File: config.mk
export PLATFORM = sky130hd
export DESIGN_NAME = mhpq_ctrl
export DESIGN_NICKNAME = d
export VERILOG_FILES = /design/src/mhpq_pkg.sv /design/src/mhpq_ctrl.sv
export SDC_FILE = /design/constraint.sdc
export NUM_CORES = 1
export LEC_CHECK = 0
export ABC_AREA = 1
export BUFFER_PORTS_ARGS = -buffer_cell sky130_fd_sc_hd__buf_4
export CAP_MARGIN = 30
export CORE_AREA = 4 4 41 43
export CTS_BUF_LIST = sky130_fd_sc_hd__clkbuf_8 sky130_fd_sc_hd__clkbuf_16
export DETAILED_ROUTE_END_ITERATION = 8
export DIE_AREA = 0 0 45 47
export GPL_ROUTABILITY_DRIVEN = 0
export HOLD_SLACK_MARGIN = 0.12
export PLACE_DENSITY = 0.6
export REMOVE_ABC_BUFFERS = 1
export SLEW_MARGIN = 20
export SYNTH_ARGS = -nofsm -noshare
export SYNTH_HDL_FRONTEND = slang
export SYNTH_SLANG_ARGS = --single-unit
File: constraint.sdc
create_clock -name clk -period 1.11 [get_ports clk]
set_input_delay 0.111 -clock clk [delete_from_list [all_inputs] [get_ports clk]]
set_output_delay 0.111 -clock clk [all_outputs]
set_load 0.01 [all_outputs]
File: src/mhpq_pkg.sv
// shared constants and types of the min-heap priority queue
package mhpq_pkg;

	localparam int DEPTH    = 1024;
	localparam int ADDR_W   = $clog2(DEPTH);
	localparam int CNT_W    = ADDR_W + 1;
	localparam int KEY_BITS = 32;
	localparam int TAG_BITS = 32;

	localparam logic MODE_PUSH = 1'b0;
	localparam logic MODE_POP  = 1'b1;

	// one heap entry
	typedef struct packed {
		logic signed [KEY_BITS-1:0] key;
		logic        [TAG_BITS-1:0] tag;
	} entry_t;

	// datapath command, one per cycle
	typedef enum logic [3:0] {
		OP_NONE,
		OP_LOAD_PUSH,
		OP_REJECT,
		OP_LOAD_POP,
		OP_GRAB,
		OP_RD_UP,
		OP_UP_MOVE,
		OP_RD_DN,
		OP_DN_MOVE,
		OP_PLACE,
		OP_RESULT
	} op_t;

	// datapath status toward the controller
	typedef struct packed {
		logic room;
		logic heap_empty;
		logic pos_zero;
		logic lc_in;
		logic up_less;
		logic dn_less;
	} stat_t;

endpackage

File: src/mhpq_ctrl.sv
// sequencer for push sift-up and pop sift-down
module mhpq_ctrl
	import mhpq_pkg::*;
(
	input  logic  clk,
	input  logic  arst_n,
	input  logic  in_valid,
	output logic  in_ready,
	input  logic  mode,
	output logic  out_valid,
	input  logic  out_ready,
	input  stat_t stat,
	output op_t   op
);

	typedef enum logic [2:0] {
		S_IDLE,
		S_UP_RD,
		S_UP_CMP,
		S_POP_LOAD,
		S_DN_RD,
		S_DN_CMP,
		S_FIN
	} state_t;

	state_t state_q;
	state_t state_nxt;
	logic   out_valid_q;

	assign in_ready  = (state_q == S_IDLE);
	assign out_valid = out_valid_q;

	// command and next state
	always_comb begin
		op        = OP_NONE;
		state_nxt = state_q;
		case (state_q)
			S_IDLE: begin
				if (in_valid) begin
					if (mode == MODE_PUSH) begin
						if (stat.room) begin
							op        = OP_LOAD_PUSH;
							state_nxt = S_UP_RD;
						end else begin
							op        = OP_REJECT;
							state_nxt = S_FIN;
						end
					end else begin
						if (!stat.heap_empty) begin
							op        = OP_LOAD_POP;
							state_nxt = S_POP_LOAD;
						end else begin
							op        = OP_REJECT;
							state_nxt = S_FIN;
						end
					end
				end
			end
			S_UP_RD: begin
				if (stat.pos_zero) begin
					op        = OP_PLACE;
					state_nxt = S_FIN;
				end else begin
					op        = OP_RD_UP;
					state_nxt = S_UP_CMP;
				end
			end
			S_UP_CMP: begin
				if (stat.up_less) begin
					op        = OP_UP_MOVE;
					state_nxt = S_UP_RD;
				end else begin
					op        = OP_PLACE;
					state_nxt = S_FIN;
				end
			end
			S_POP_LOAD: begin
				if (stat.heap_empty) begin
					state_nxt = S_FIN;
				end else begin
					op        = OP_GRAB;
					state_nxt = S_DN_RD;
				end
			end
			S_DN_RD: begin
				if (!stat.lc_in) begin
					op        = OP_PLACE;
					state_nxt = S_FIN;
				end else begin
					op        = OP_RD_DN;
					state_nxt = S_DN_CMP;
				end
			end
			S_DN_CMP: begin
				if (stat.dn_less) begin
					op        = OP_DN_MOVE;
					state_nxt = S_DN_RD;
				end else begin
					op        = OP_PLACE;
					state_nxt = S_FIN;
				end
			end
			S_FIN: begin
				if (!out_valid_q || out_ready) begin
					op        = OP_RESULT;
					state_nxt = S_IDLE;
				end
			end
			default: begin
				state_nxt = S_IDLE;
			end
		endcase
	end

	// state and result valid
	always_ff @(posedge clk or negedge arst_n) begin
		if (!arst_n) begin
			state_q     <= S_IDLE;
			out_valid_q <= 1'b0;
		end else begin
			state_q <= state_nxt;
			if (op == OP_RESULT) begin
				out_valid_q <= 1'b1;
			end else if (out_ready) begin
				out_valid_q <= 1'b0;
			end
		end
	end

`ifndef NO_ASSERTIONS
	a_one_item: assert property (@(posedge clk) disable iff (!arst_n)
		(in_valid && in_ready) |=> !in_ready)
		else $error("new item taken while one is in flight");
	a_fin_drains: assert property (@(posedge clk) disable iff (!arst_n)
		(state_q == S_FIN && !out_valid_q) |=> (out_valid_q && state_q == S_IDLE))
		else $error("finished result not presented");
	a_valid_hold: assert property (@(posedge clk) disable iff (!arst_n)
		(out_valid && !out_ready) |=> out_valid)
		else $error("result dropped before its transfer");
`endif

endmodule

---- After elaboration in Yosys (flattened, before gate mapping) ----
Cells that the tools add are included.
word-level totals
  register bits after elaboration ......... 4
  input port bits ......................... 11
  word-level logic and storage cells ...... 40
operators by class
  eq/ne operators ......................... 9
  mux-type cells .......................... 24
  reductions and logical operators ........ 5
operators with widths
  kind                  number
  $pmux W4 S7           1
  $mux W3               8
  $mux W4               6
  $pmux W3 S7           1
  $eq A3 B3 Y1 const B  3
  $mux W2               4
  $eq A3 B2 Y1 const B  2
  $eq A4 B4 Y1 const B  1
  $mux W1               4
  $ne A2 B2 Y1 const B  2
  $eq A3 B1 Y1 const B  1
  $logic_not A3 Y1      1
  $reduce_and A2 Y1     1
  $reduce_bool A2 Y1    1
  $logic_not A1 Y1      1
  $logic_or A1 B1 Y1    1

---- Longest topological paths before layout ----
Gate-level depths: netlist of the first run.
  depth after elaboration ................. 6
  mapped depth ............................ 8

---- Least setup slack after synthesis of the first run ----
Ideal clock, no wire load.
  path kind ............................... register -> register
  start point ............................. reg state_q[0]
  end point ............................... reg state_q[2]
  arrival ................................. 1.016 ns
  path slack .............................. -0.027 ns
  stages on the path, launching flop included .. 7
  buffers on the path ..................... 0
  path through ............................ dfrtp_1 nor2_2 nand2_1 o21ai_1 nor2_1 o21ai_1 nand2_1
on the way
  word-level cells in the longest chain between the ends .. 3
  elaborated cells on any way between the ends .. 11
  classes of those cells .................. eq/ne (8); mux (1); reduce/logical (2)
RTL lines
  item                                                     RTL line          source
  start: declaration                                       mhpq_ctrl.sv:26   state_t state_q;
  start signal: assignment                                 mhpq_ctrl.sv:121  state_q <= state_nxt;
  $eq A3 B3 Y1 / $logic_not A3 Y1 (equally long branches)  mhpq_ctrl.sv:37   case (state_q)
  $ne A2 B2 Y1 (no source line)                            --
  $reduce_and A2 Y1 (no source line)                       --
Parallel ways exist; a longest one is shown, timed or not.
A chain may end at the register's enable or synchronous reset.

---- Worst setup path in the final report of the first run ----
  start point ............................. reg state_q[1]
  end point ............................... out op[2]
on the way
  word-level cells in the longest chain between the ends .. 2
  elaborated cells on any way between the ends .. 8
  classes of those cells .................. eq/ne (6); mux (1); reduce/logical (1)
RTL lines
  item                                        RTL line         source
  $eq A3 B3 Y1, or another cell as far along  mhpq_ctrl.sv:37
  $pmux W4 S7 (*)                             mhpq_ctrl.sv:37
  end: declaration                            mhpq_ctrl.sv:13  output op_t op
Every way passes the cells marked *; elsewhere a longest branch is shown, timed or not.

==> results of run 1 <==
[kinds of logic (layout without fill, tap and decap cells)]
family	count (synthesis)	in the layout	share of synthesized area (%)
AOI/OAI and AO/OA	6	6	7.87
DFF	4	4	26.2
and+or+nand+nor	47	47	54.1
buffers and inverters	12	49	11.8
[routing by layer]
layer,track usage [%],vias to the layer above,part of all wire (%)
met1,15.6,272,43
li1,-,292,-
met4,3.51,0,0
met5,0,-,0
met2,27.1,22,52
met3,4.60,0,5.3
[worst min-delay path: stages]
cell     delay [ps]
buf_4            90
o21ai_1          80
o21ai_0          80
[cell type report]
class	count	area share, %
multi-input combinational	53	39.8
timing repair buffer	34	33.4
sequential	4	13.2
inverter	12	6.02
clock buffer	3	5.23
tap	15	2.38
[power groups by stage]
stage / Combinational (mW) / Sequential, mW / Clock [mW]
6_report: 1.63 / 0.353 / 0.302
5_1_grt: 1.78 / 0.366 / 0.331
4_1_cts: 1.32 / 0.348 / 0.312
3_5_place_dp: 1.18 / 0.307 / 0
3_3_place_gp: 1.18 / 0.302 / 0
2_1_floorplan: 0.579 / 0.310 / 0
[flip-flops by register name (all words and copies together), names as in the netlist]
signal and cells:
state_q 3, out_valid 1
[final timing paths]
path	startpoint	endpoint	depth (start not counted)
max	state_q[1]$_DFFE_PN0P_	op[2]	7
min	out_ready	out_valid$_DFFE_PN0P_	3
min reg2reg	out_valid$_DFFE_PN0P_	out_valid$_DFFE_PN0P_	2
min in group asynchronous	arst_n	out_valid$_DFFE_PN0P_	2
max in group asynchronous	arst_n	state_q[1]$_DFFE_PN0P_	2
max reg2reg	state_q[0]$_DFFE_PN0P_	state_q[2]$_DFFE_PN0P_	7
[metrics by stage]
step | cell area, sq um | util [%] | std cells
after floorplan | 382 | - | 69
after global placement | 588 | 45.2 | 109
after detailed placement | 588 | 45.2 | 109
after CTS | 702 | 53.9 | 117
after global routing | 790 | 60.7 | 121
final | 790 | 60.7 | 121
[what timing repair did]
action | CTS | global route
hold buffers | 2 | 0
setup endpoints to repair | 8 | 8
gates resized for setup | 13 | 16
endpoints found under the hold margin | 5 | 0
pin swaps | 3 | 13
setup buffers | 4 | 4
[cells in the final DEF, fill, tap and decap left out]
cell	netlist	layout
buf_4	0	31
nand2_1	24	19
inv_1	11	9
nand3_1	6	6
nor2_2	2	5
nor2_4	0	4
nand2_2	0	3
nand4_1	3	3
nor2_1	10	3
clkbuf_8	0	3
dfrtp_2	0	3
nand2_4	0	2
inv_2	1	2
o21ai_0	3	2
o21ai_1	2	2
dlygate4sd3_1	0	2
inv_4	0	1
nor3_4	0	1
a21oi_1	1	1
nand3b_1	1	1
o21ai_4	0	1
dfrtp_1	4	1
buf_6	0	1
==> results.py, run 1 <==
metrics = {
    "grt": {
        "grt-ovfl-total": 0,
        "grt_pass1_vias": 550,
        "track_usage_pct": 14.4,
        "grt_pass1_wl_mm": 2.17,
        "antenna_found_initial": 0,
        "grt_start_max_net_pins": 7,
    },
    "cts": {
        "cts_inserted_buffers": 3,
        "clkTransAtPathRegs_ps": 30,
        "htree_levels": 1,
        "root_buffer": "clkbuf_8",
        "clockBufferDepth": 2,
        "clock_sink_count": 4,
        "clock_latency_ps": 210,
        "cts_tree": "done",
    },
    "worst_setup_path": {
        "worstSetupPathType": "reg2out",
        "rrSetupSlack_ps": -190,
        "start_kind": "flip-flop",
        "cp.arrival_ps": 1350,
        "crit_family": "buffers and inverters",
        "worstPathRequired_ps": 1000,
        "crit_buf_inv": 4,
        "worstPathCellList": "inv_2 -> buf_4 -> buf_4 -> nor2_2 -> nand2_1 -> nand3_1 -> buf_4",
        "cp-end-kind": "output pin",
        "cp_slowest_cell": "dfrtp_2",
        "cp_common_cell": "buf_4",
        "crit_path_max_fanout": 5,
        "max_stage_delay_ps": 410,
    },
    "sta": {
        "min_period_over_period_pct": 131,
        "setup_tns_ps": -1970,
        "worstMarginPinSlew_ps": 417,
        "timing.hold.ws_ps": 188,
        "fmax_ghz": 0.685,
        "maxSlewHeadroom_pct": 71.9,
        "report.final.slew_viol_count": 0,
        "hold_violations": 0,
        "rsz0062_at_grt": "yes",
        "setup_viol": 8,
        "skew_ps": 0.181,
        "fin_crit_ps": 1460,
        "setup_ws_ps": -350,
    },
    "placed_design": {
        "dp_hpwl_microns": 987,
        "io_buffers": 16,
        "dp_slack_ps": -226,
    },
    "drt": {
        "firstDrtPassIters": 4,
        "num_vias": 586,
        "ant_nets": 0,
        "wl_mm": 1.45,
        "initialDrtViolationCount": 7,
        "routedWlPerCell_microns": 11.9,
        "viasPerCell": 4.84,
        "drc_errors": 0,
    },
    "yosys": {
        "ys_ff_latch": 4,
        "synthMostInstantiatedCell": "nand2_1",
        "yosys.area.top_type_share_pct": 26.2,
        "synthCells": 69,
        "synth.cell_area_sq_um": 382,
        "syn_area_per_cell_sq_um": 5.53,
        "yosys.area.top_type": "dfrtp_1",
        "synth_edf_count": 0,
        "synth_flop_cell": "dfrtp_1",
        "synth_cell_types": 13,
        "synthArstFlopShare_pct": 100,
        "synth-seq-area-share_pct": 26.2,
        "ys_top_cells_by_count": "nand2_1 (24), inv_1 (11), nor2_1 (10)",
        "synth_area_leaders": "dfrtp_1 (26%), nand2_1 (24%), inv_1 (11%)",
        "yosys_warnings": 0,
    },
    "floorplan": {
        "start_util_pct": 29.3,
        "die_w_microns": 45,
        "die_area_sq_mm": 0.00212,
        "die_h_microns": 47,
        "core-area_sq_mm": 0.00130,
        "ioPinCount": 17,
        "row_count": 13,
    },
    "power_and_ir_drop": {
        "p_int_mw": 1.29,
        "pwr-share-comb_pct": 71.3,
        "power.share.clock_pct": 13.2,
        "switching_power_mw": 0.996,
        "cellPowerDensity_mw_per_mm2": 2900,
        "p_total_mw": 2.29,
        "p_leak_nw": 0.430,
        "pwr-share-seq_pct": 15.5,
        "irDropWorstVdd_v": 0.00194,
        "power.share.switching_pct": 43.6,
    },
    "cells_and_area": {
        "multiInputGateArea_sq_um": 314,
        "drive_gt1_share_pct": 53.8,
        "area_growth_pct": 107,
        "layout.nets": 119,
        "nFillCells": 120,
        "diodes": 0,
        "seq_area_sq_um": 104,
    },
    "flow_run": {
        "cap_violations": 0,
    },
    "outcome": {
        "violations": "negative setup slack",
        "status": "finished, violations left",
    },
    "worst_hold_path": {
        "hp-class": "in2reg",
    },
}
Power figures use the tool's default switching activity.
==> run 2, diff against run 1 <==
- ABC_AREA: 1 -> not set
- CORE_AREA: 4 4 41 43 -> not set
- CORE_MARGIN: not set -> 4
- CORE_UTILIZATION: not set -> 25
- DIE_AREA: 0 0 45 47 -> not set
- PLACE_DENSITY: 0.6 -> 0.54
- RECOVER_POWER: not set -> 25
==> run 2 against run 1 <==
The run still ends with negative setup slack left. Total power rose by 4.5%. Sequential power rose by 2%. Global-route usage fell by 1.5 points. Maximum frequency fell by 0.93%. Synthesized cell count fell by 28%. Highest routed layer is now met4.
==> results.py, run 2 <==
metrics = {
    "cells_and_area": {
        "layout.nets": 101,
        "final_cell_mix": "buf_4 (30), nand2_1 (7), buf_6 (6)",
        "drive_gt1_share_pct": 65.9,
        "top_register": "state_q",
        "final_common_cell": "buf_4",
        "area_growth_pct": 92.3,
        "diodes": 0,
        "largest_reg_flops": 3,
        "nFillCells": 135,
    },
    "sta": {
        "rsz0062_at_grt": "yes",
        "fin_crit_ps": 1470,
        "setup_ws_ps": -363,
        "worstMarginPinSlew_ps": 267,
        "hold_violations": 0,
        "maxSlewHeadroom_pct": 82.1,
        "fmax_ghz": 0.679,
        "setup_viol": 9,
        "timing.hold.ws_ps": 196,
        "skew_ps": 0.405,
        "report.final.slew_viol_count": 0,
        "min_period_over_period_pct": 133,
    },
    "floorplan": {
        "die_w_microns": 49.1,
        "die_h_microns": 49.1,
        "die_area_sq_mm": 0.00241,
        "start_util_pct": 27.1,
        "ioPinCount": 17,
        "row_count": 14,
        "core-area_sq_mm": 0.00156,
    },
    "drt": {
        "ant_nets": 0,
        "wl_mm": 1.44,
        "viasPerCell": 4.99,
        "routedWlPerCell_microns": 13.8,
        "num_vias": 519,
        "initialDrtViolationCount": 5,
        "drc_errors": 0,
        "firstDrtPassIters": 5,
    },
    "yosys": {
        "synth_cell_types": 25,
        "yosys.area.top_type_share_pct": 23.7,
        "synth_edf_count": 0,
        "ys_top_cells_by_count": "nand2_1 (7), a21oi_1 (5), dfrtp_1 (4), nand3_1 (4)",
        "ys_ff_latch": 4,
        "synth_area_leaders": "dfrtp_1 (24%), buf_6 (8.0%), nand2_1 (6.2%)",
        "yosys.area.top_type": "dfrtp_1",
        "synthArstFlopShare_pct": 100,
        "synth-seq-area-share_pct": 23.7,
        "synthCells": 50,
        "syn_area_per_cell_sq_um": 8.46,
        "yosys_warnings": 0,
        "synth.cell_area_sq_um": 423,
        "synthMostInstantiatedCell": "nand2_1",
        "synth_flop_cell": "dfrtp_1",
    },
    "worst_setup_path": {
        "worstSetupPathType": "reg2out",
        "cp.arrival_ps": 1360,
        "worstPathCellList": "and2b_2 -> nand2_1 -> a21o_1 -> nand2_1 -> buf_4",
        "cp_slowest_cell": "dfrtp_2",
        "max_stage_delay_ps": 450,
        "start_kind": "flip-flop",
        "cp-end-kind": "output pin",
        "reg2regPathDepth": 6,
        "crit_path_max_fanout": 7,
        "worstPathRequired_ps": 1000,
        "cp_common_cell": "nand2_1",
    },
    "placed_design": {
        "dp_hpwl_microns": 930,
        "io_buffers": 16,
        "dp_slack_ps": -246,
    },
    "power_and_ir_drop": {
        "cellPowerDensity_mw_per_mm2": 2940,
        "p_total_mw": 2.39,
        "p_leak_nw": 0.416,
        "irDropWorstVdd_v": 0.00124,
    },
    "grt": {
        "antenna_found_initial": 0,
        "grt_pass1_vias": 527,
        "track_usage_pct": 12.9,
        "grt_pass1_wl_mm": 2.33,
        "grt-ovfl-total": 0,
        "grt_start_max_net_pins": 9,
    },
    "outcome": {
        "violations": "negative setup slack",
        "status": "finished, violations left",
    },
    "worst_hold_path": {
        "hold_depth": 3,
        "hp-class": "in2reg",
    },
    "cts": {
        "clock_latency_ps": 220,
        "clockBufferDepth": 2,
        "root_buffer": "clkbuf_8",
        "cts_tree": "done",
        "cts_inserted_buffers": 3,
        "clkTransAtPathRegs_ps": 30,
        "clock_sink_count": 4,
        "htree_levels": 1,
    },
    "flow_run": {
        "cap_violations": 0,
    },
}
-- run 2: repair_timing --
item                       in CTS  in global routing
resized for setup              13                  9
hold buffers                    1                  0
setup buffers                   9                  4
hold endpoints to repair        4                  0
pin swaps                       5                  6
setup endpoints to repair       9                  9
-- run 2: area by class of cell --
cell class / count / area, sq um / share of cell area (%)
Timing Repair Buffer: 38 / 307 / 37.7
Multi-Input combinational cell: 40 / 330 / 40.6
Sequential cell: 4 / 104 / 12.8
Inverter: 3 / 11.3 / 1.38
Tap cell: 16 / 20.0 / 2.46
Clock buffer: 3 / 41.3 / 5.08
-- run 2: cell families (layout without fill, tap and decap cells) --
group                  Yosys count  count (layout)  share of synthesized area [%]
buffers and inverters            6              44                           10.7
flip-flops                       4               4                           23.7
AO/OA/AOI/OAI                   15              15                           24.0
multiplexers                     1               1                           2.37
AND/OR/NAND/NOR                 24              24                           39.4
-- run 2: critical path, delay by kind of cell, from the launching register on --
| family | cells | cell delay [ps] |
|---|---|---|
| DFF | 1 | 450 |
| and+or+nand+nor | 3 | 370 |
| AOI/OAI and AO/OA | 1 | 210 |
| buffers and inverters | 1 | 110 |
-- run 2: final timing paths --
check	from	end	slack (ps)
setup / recovery	state_q[1]$_DFFE_PN0P_	op[2]	-360
hold / removal	out_ready	state_q[2]$_DFFE_PN0P_	200
setup reg to reg	state_q[2]$_DFFE_PN0P_	state_q[1]$_DFFE_PN0P_	-290
hold reg to reg	out_valid$_DFFE_PN0P_	state_q[2]$_DFFE_PN0P_	630
max in group asynchronous	arst_n	state_q[1]$_DFFE_PN0P_	660
min in group asynchronous	arst_n	out_valid$_DFFE_PN0P_	260
-- run 2: through the flow --
step,TNS [ps],utilization (%),cells,cell area (sq um)
floorplan,-708,-,47,389
global placement,-1430,38.3,88,597
detailed placement,-1450,38.3,88,597
CTS,-2070,48.6,100,757
global route,-2910,52.2,104,813
finish,-2350,52.2,104,813
-- run 2: routing by layer --
metal,up-vias,part of all wire (%),GRT usage (%)
met5,-,0,0
li1,259,-,-
met4,0,2.6,8.53
met3,4,7.4,6.42
met1,240,41,14.2
met2,16,49,19.4
-- run 2: where the power goes --
group          leakage (nW)  internal (mW)  total [mW]  switching [mW]
logic                 0.347           1.02        1.73           0.704
registers            0.0472          0.221       0.361           0.141
clock network        0.0216          0.231       0.301          0.0708
total                 0.416           1.47        2.39           0.915
==> run 3, diff against run 2 <==
- ABC_AREA: not set -> 1
- CORE_AREA: not set -> 4 4 41 43
- CORE_MARGIN: 4 -> not set
- CORE_UTILIZATION: 25 -> not set
- DIE_AREA: not set -> 0 0 45 47
- PLACE_DENSITY: 0.54 -> 0.6
- TNS_END_PERCENT: not set -> 50
==> run 3 against run 2 <==
The flow still finishes with violations (negative setup slack). Final cell count grew 16%. Via count grew 12%. Combinational power shrank 5%. Critical path type unchanged. Critical endpoint is now op[3]. Largest power group unchanged. Highest routed layer is now met3.
==> results.py, run 3 (same netlist as run 1, synthesis figures left out) <==
metrics = {
    "outcome": {
        "status": "finished, violations left",
        "violations": "negative setup slack",
    },
    "sta": {
        "fin_crit_ps": 1470,
        "worstMarginPinSlew_ps": 402,
        "skew_ps": 0.229,
        "report.final.slew_viol_count": 0,
        "fmax_ghz": 0.680,
        "maxSlewHeadroom_pct": 72.9,
        "setup_tns_ps": -2070,
        "setup_ws_ps": -361,
        "setup_viol": 8,
        "hold_violations": 0,
        "rsz0062_at_grt": "yes",
        "min_period_over_period_pct": 133,
    },
    "worst_setup_path": {
        "start_kind": "flip-flop",
        "crit_path_max_fanout": 4,
        "cp_common_cell": "nand2_2",
        "cp_slowest_cell": "dfrtp_2",
        "worstSetupPathType": "reg2out",
        "worstPathRequired_ps": 1000,
        "crit_family": "flip-flops",
        "max_stage_delay_ps": 450,
        "worstPathCellList": "inv_4 -> nand2_4 -> nor2_4 -> nand2_2 -> nand2_2 -> inv_2 -> nand4_1 -> buf_4",
        "cp-end-kind": "output pin",
        "crit_buf_inv": 3,
        "cp.arrival_ps": 1360,
    },
    "cells_and_area": {
        "largest_reg_flops": 3,
        "area_growth_pct": 105,
        "diodes": 0,
        "drive_gt1_share_pct": 51.9,
        "final_common_cell": "buf_4",
        "layout.nets": 119,
        "design_area_sq_um": 781,
        "final_cell_mix": "buf_4 (30), nand2_1 (19), inv_1 (8)",
        "top_register": "state_q",
    },
    "drt": {
        "firstDrtPassIters": 4,
        "drc_errors": 0,
        "num_vias": 581,
        "initialDrtViolationCount": 10,
        "dr.max_layer_used": "met3",
        "wl_met2_microns": 822,
        "met1_length_microns": 599,
        "routedWlPerCell_microns": 12.3,
        "met3_length_microns": 70,
        "viasPerCell": 4.80,
        "ant_nets": 0,
        "wl_mm": 1.49,
    },
    "power_and_ir_drop": {
        "power.share.clock_pct": 13.2,
        "irDropWorstVdd_v": 0.00194,
        "power.share.switching_pct": 43.7,
        "p_leak_nw": 0.426,
        "cellPowerDensity_mw_per_mm2": 2940,
        "p_int_mw": 1.29,
        "pwr-share-seq_pct": 15.4,
        "pwr-share-comb_pct": 71.4,
        "switching_power_mw": 1.00,
    },
    "floorplan": {
        "start_util_pct": 29.3,
        "row_count": 13,
        "die_w_microns": 45,
        "ioPinCount": 17,
        "die_area_sq_mm": 0.00212,
        "core-area_sq_mm": 0.00130,
        "die_h_microns": 47,
    },
    "cts": {
        "cts_tree": "done",
        "cts_inserted_buffers": 3,
        "clockBufferDepth": 2,
        "clock_latency_ps": 210,
        "clock_sink_count": 4,
        "htree_levels": 1,
        "root_buffer": "clkbuf_8",
        "clkTransAtPathRegs_ps": 30,
    },
    "grt": {
        "grt_pass1_wl_mm": 2.23,
        "grt_pass1_vias": 563,
        "track_usage_pct": 14.7,
        "grt-ovfl-total": 0,
        "grt_start_max_net_pins": 7,
        "antenna_found_initial": 0,
    },
    "placed_design": {
        "dp_slack_ps": -226,
        "placed_cell_area_sq_um": 588,
        "dp_hpwl_microns": 987,
        "io_buffers": 16,
    },
    "worst_hold_path": {
        "hp-class": "in2reg",
    },
    "flow_run": {
        "cap_violations": 0,
    },
}
[run 3: worst register-to-register path: stages, from the launching register on]
cell	delay, ps
dfrtp_2	460
nor2_4	170
nand2_4	90
buf_4	140
o21ai_4	120
nor2_1	70
o21ai_1	80
nand2_1	60
[run 3: area by class of cell]
type	count	area (sq um)
Inverter	12	47.5
Clock buffer	3	41.3
Fill cell	123	520
Timing Repair Buffer	34	260
Multi-Input combinational cell	53	309
Sequential cell	4	104
Tap cell	15	18.8
[run 3: worst paths after layout]
check                                  startpoint                endpoint  slack (ps)  cells past startpoint
setup reg to reg           state_q[0]$_DFFE_PN0P_  state_q[2]$_DFFE_PN0P_        -190                      7
setup / recovery           state_q[2]$_DFFE_PN0P_                   op[3]        -360                      8
hold reg to reg             out_valid$_DFFE_PN0P_   out_valid$_DFFE_PN0P_         570                      2
max in group asynchronous                  arst_n  state_q[1]$_DFFE_PN0P_         640                      2
hold / removal                          out_ready   out_valid$_DFFE_PN0P_         210                      3
min in group asynchronous                  arst_n   out_valid$_DFFE_PN0P_         270                      2
[run 3: power groups by stage]
| stage | clock network, mW | logic (mW) | registers (mW) |
|---|---|---|---|
| final | 0.303 | 1.64 | 0.354 |
| after global routing | 0.331 | 1.79 | 0.366 |
| after CTS | 0.312 | 1.34 | 0.348 |
| after detailed placement | 0 | 1.18 | 0.307 |
| after global placement | 0 | 1.18 | 0.302 |
| after floorplan | 0 | 0.579 | 0.310 |
[run 3: routing by layer]
layer | track usage [%] | vias up
li1 | - | 293
met1 | 15.8 | 272
met2 | 28.0 | 16
met3 | 4.60 | 0
met4 | 3.51 | 0
met5 | 0 | -
[run 3: per-stage QoR]
stage	power [mW]	cells	hold WS [ps]	utilization (%)
final	2.30	121	213	60.0
after global routing	2.49	121	236	60.0
after CTS	2.00	117	192	53.9
after detailed placement	1.49	109	-91.8	45.2
after global placement	1.48	109	-92.2	45.2
after floorplan	0.890	69	-185	-
[run 3: what timing repair did]
| action | in CTS | in global routing |
|---|---|---|
| pin swaps | 2 | 8 |
| setup buffers | 3 | 4 |
| hold endpoints to repair | 5 | 0 |
| hold buffers | 2 | 0 |
| endpoints found under the setup margin | 8 | 8 |
| resized for setup | 13 | 16 |
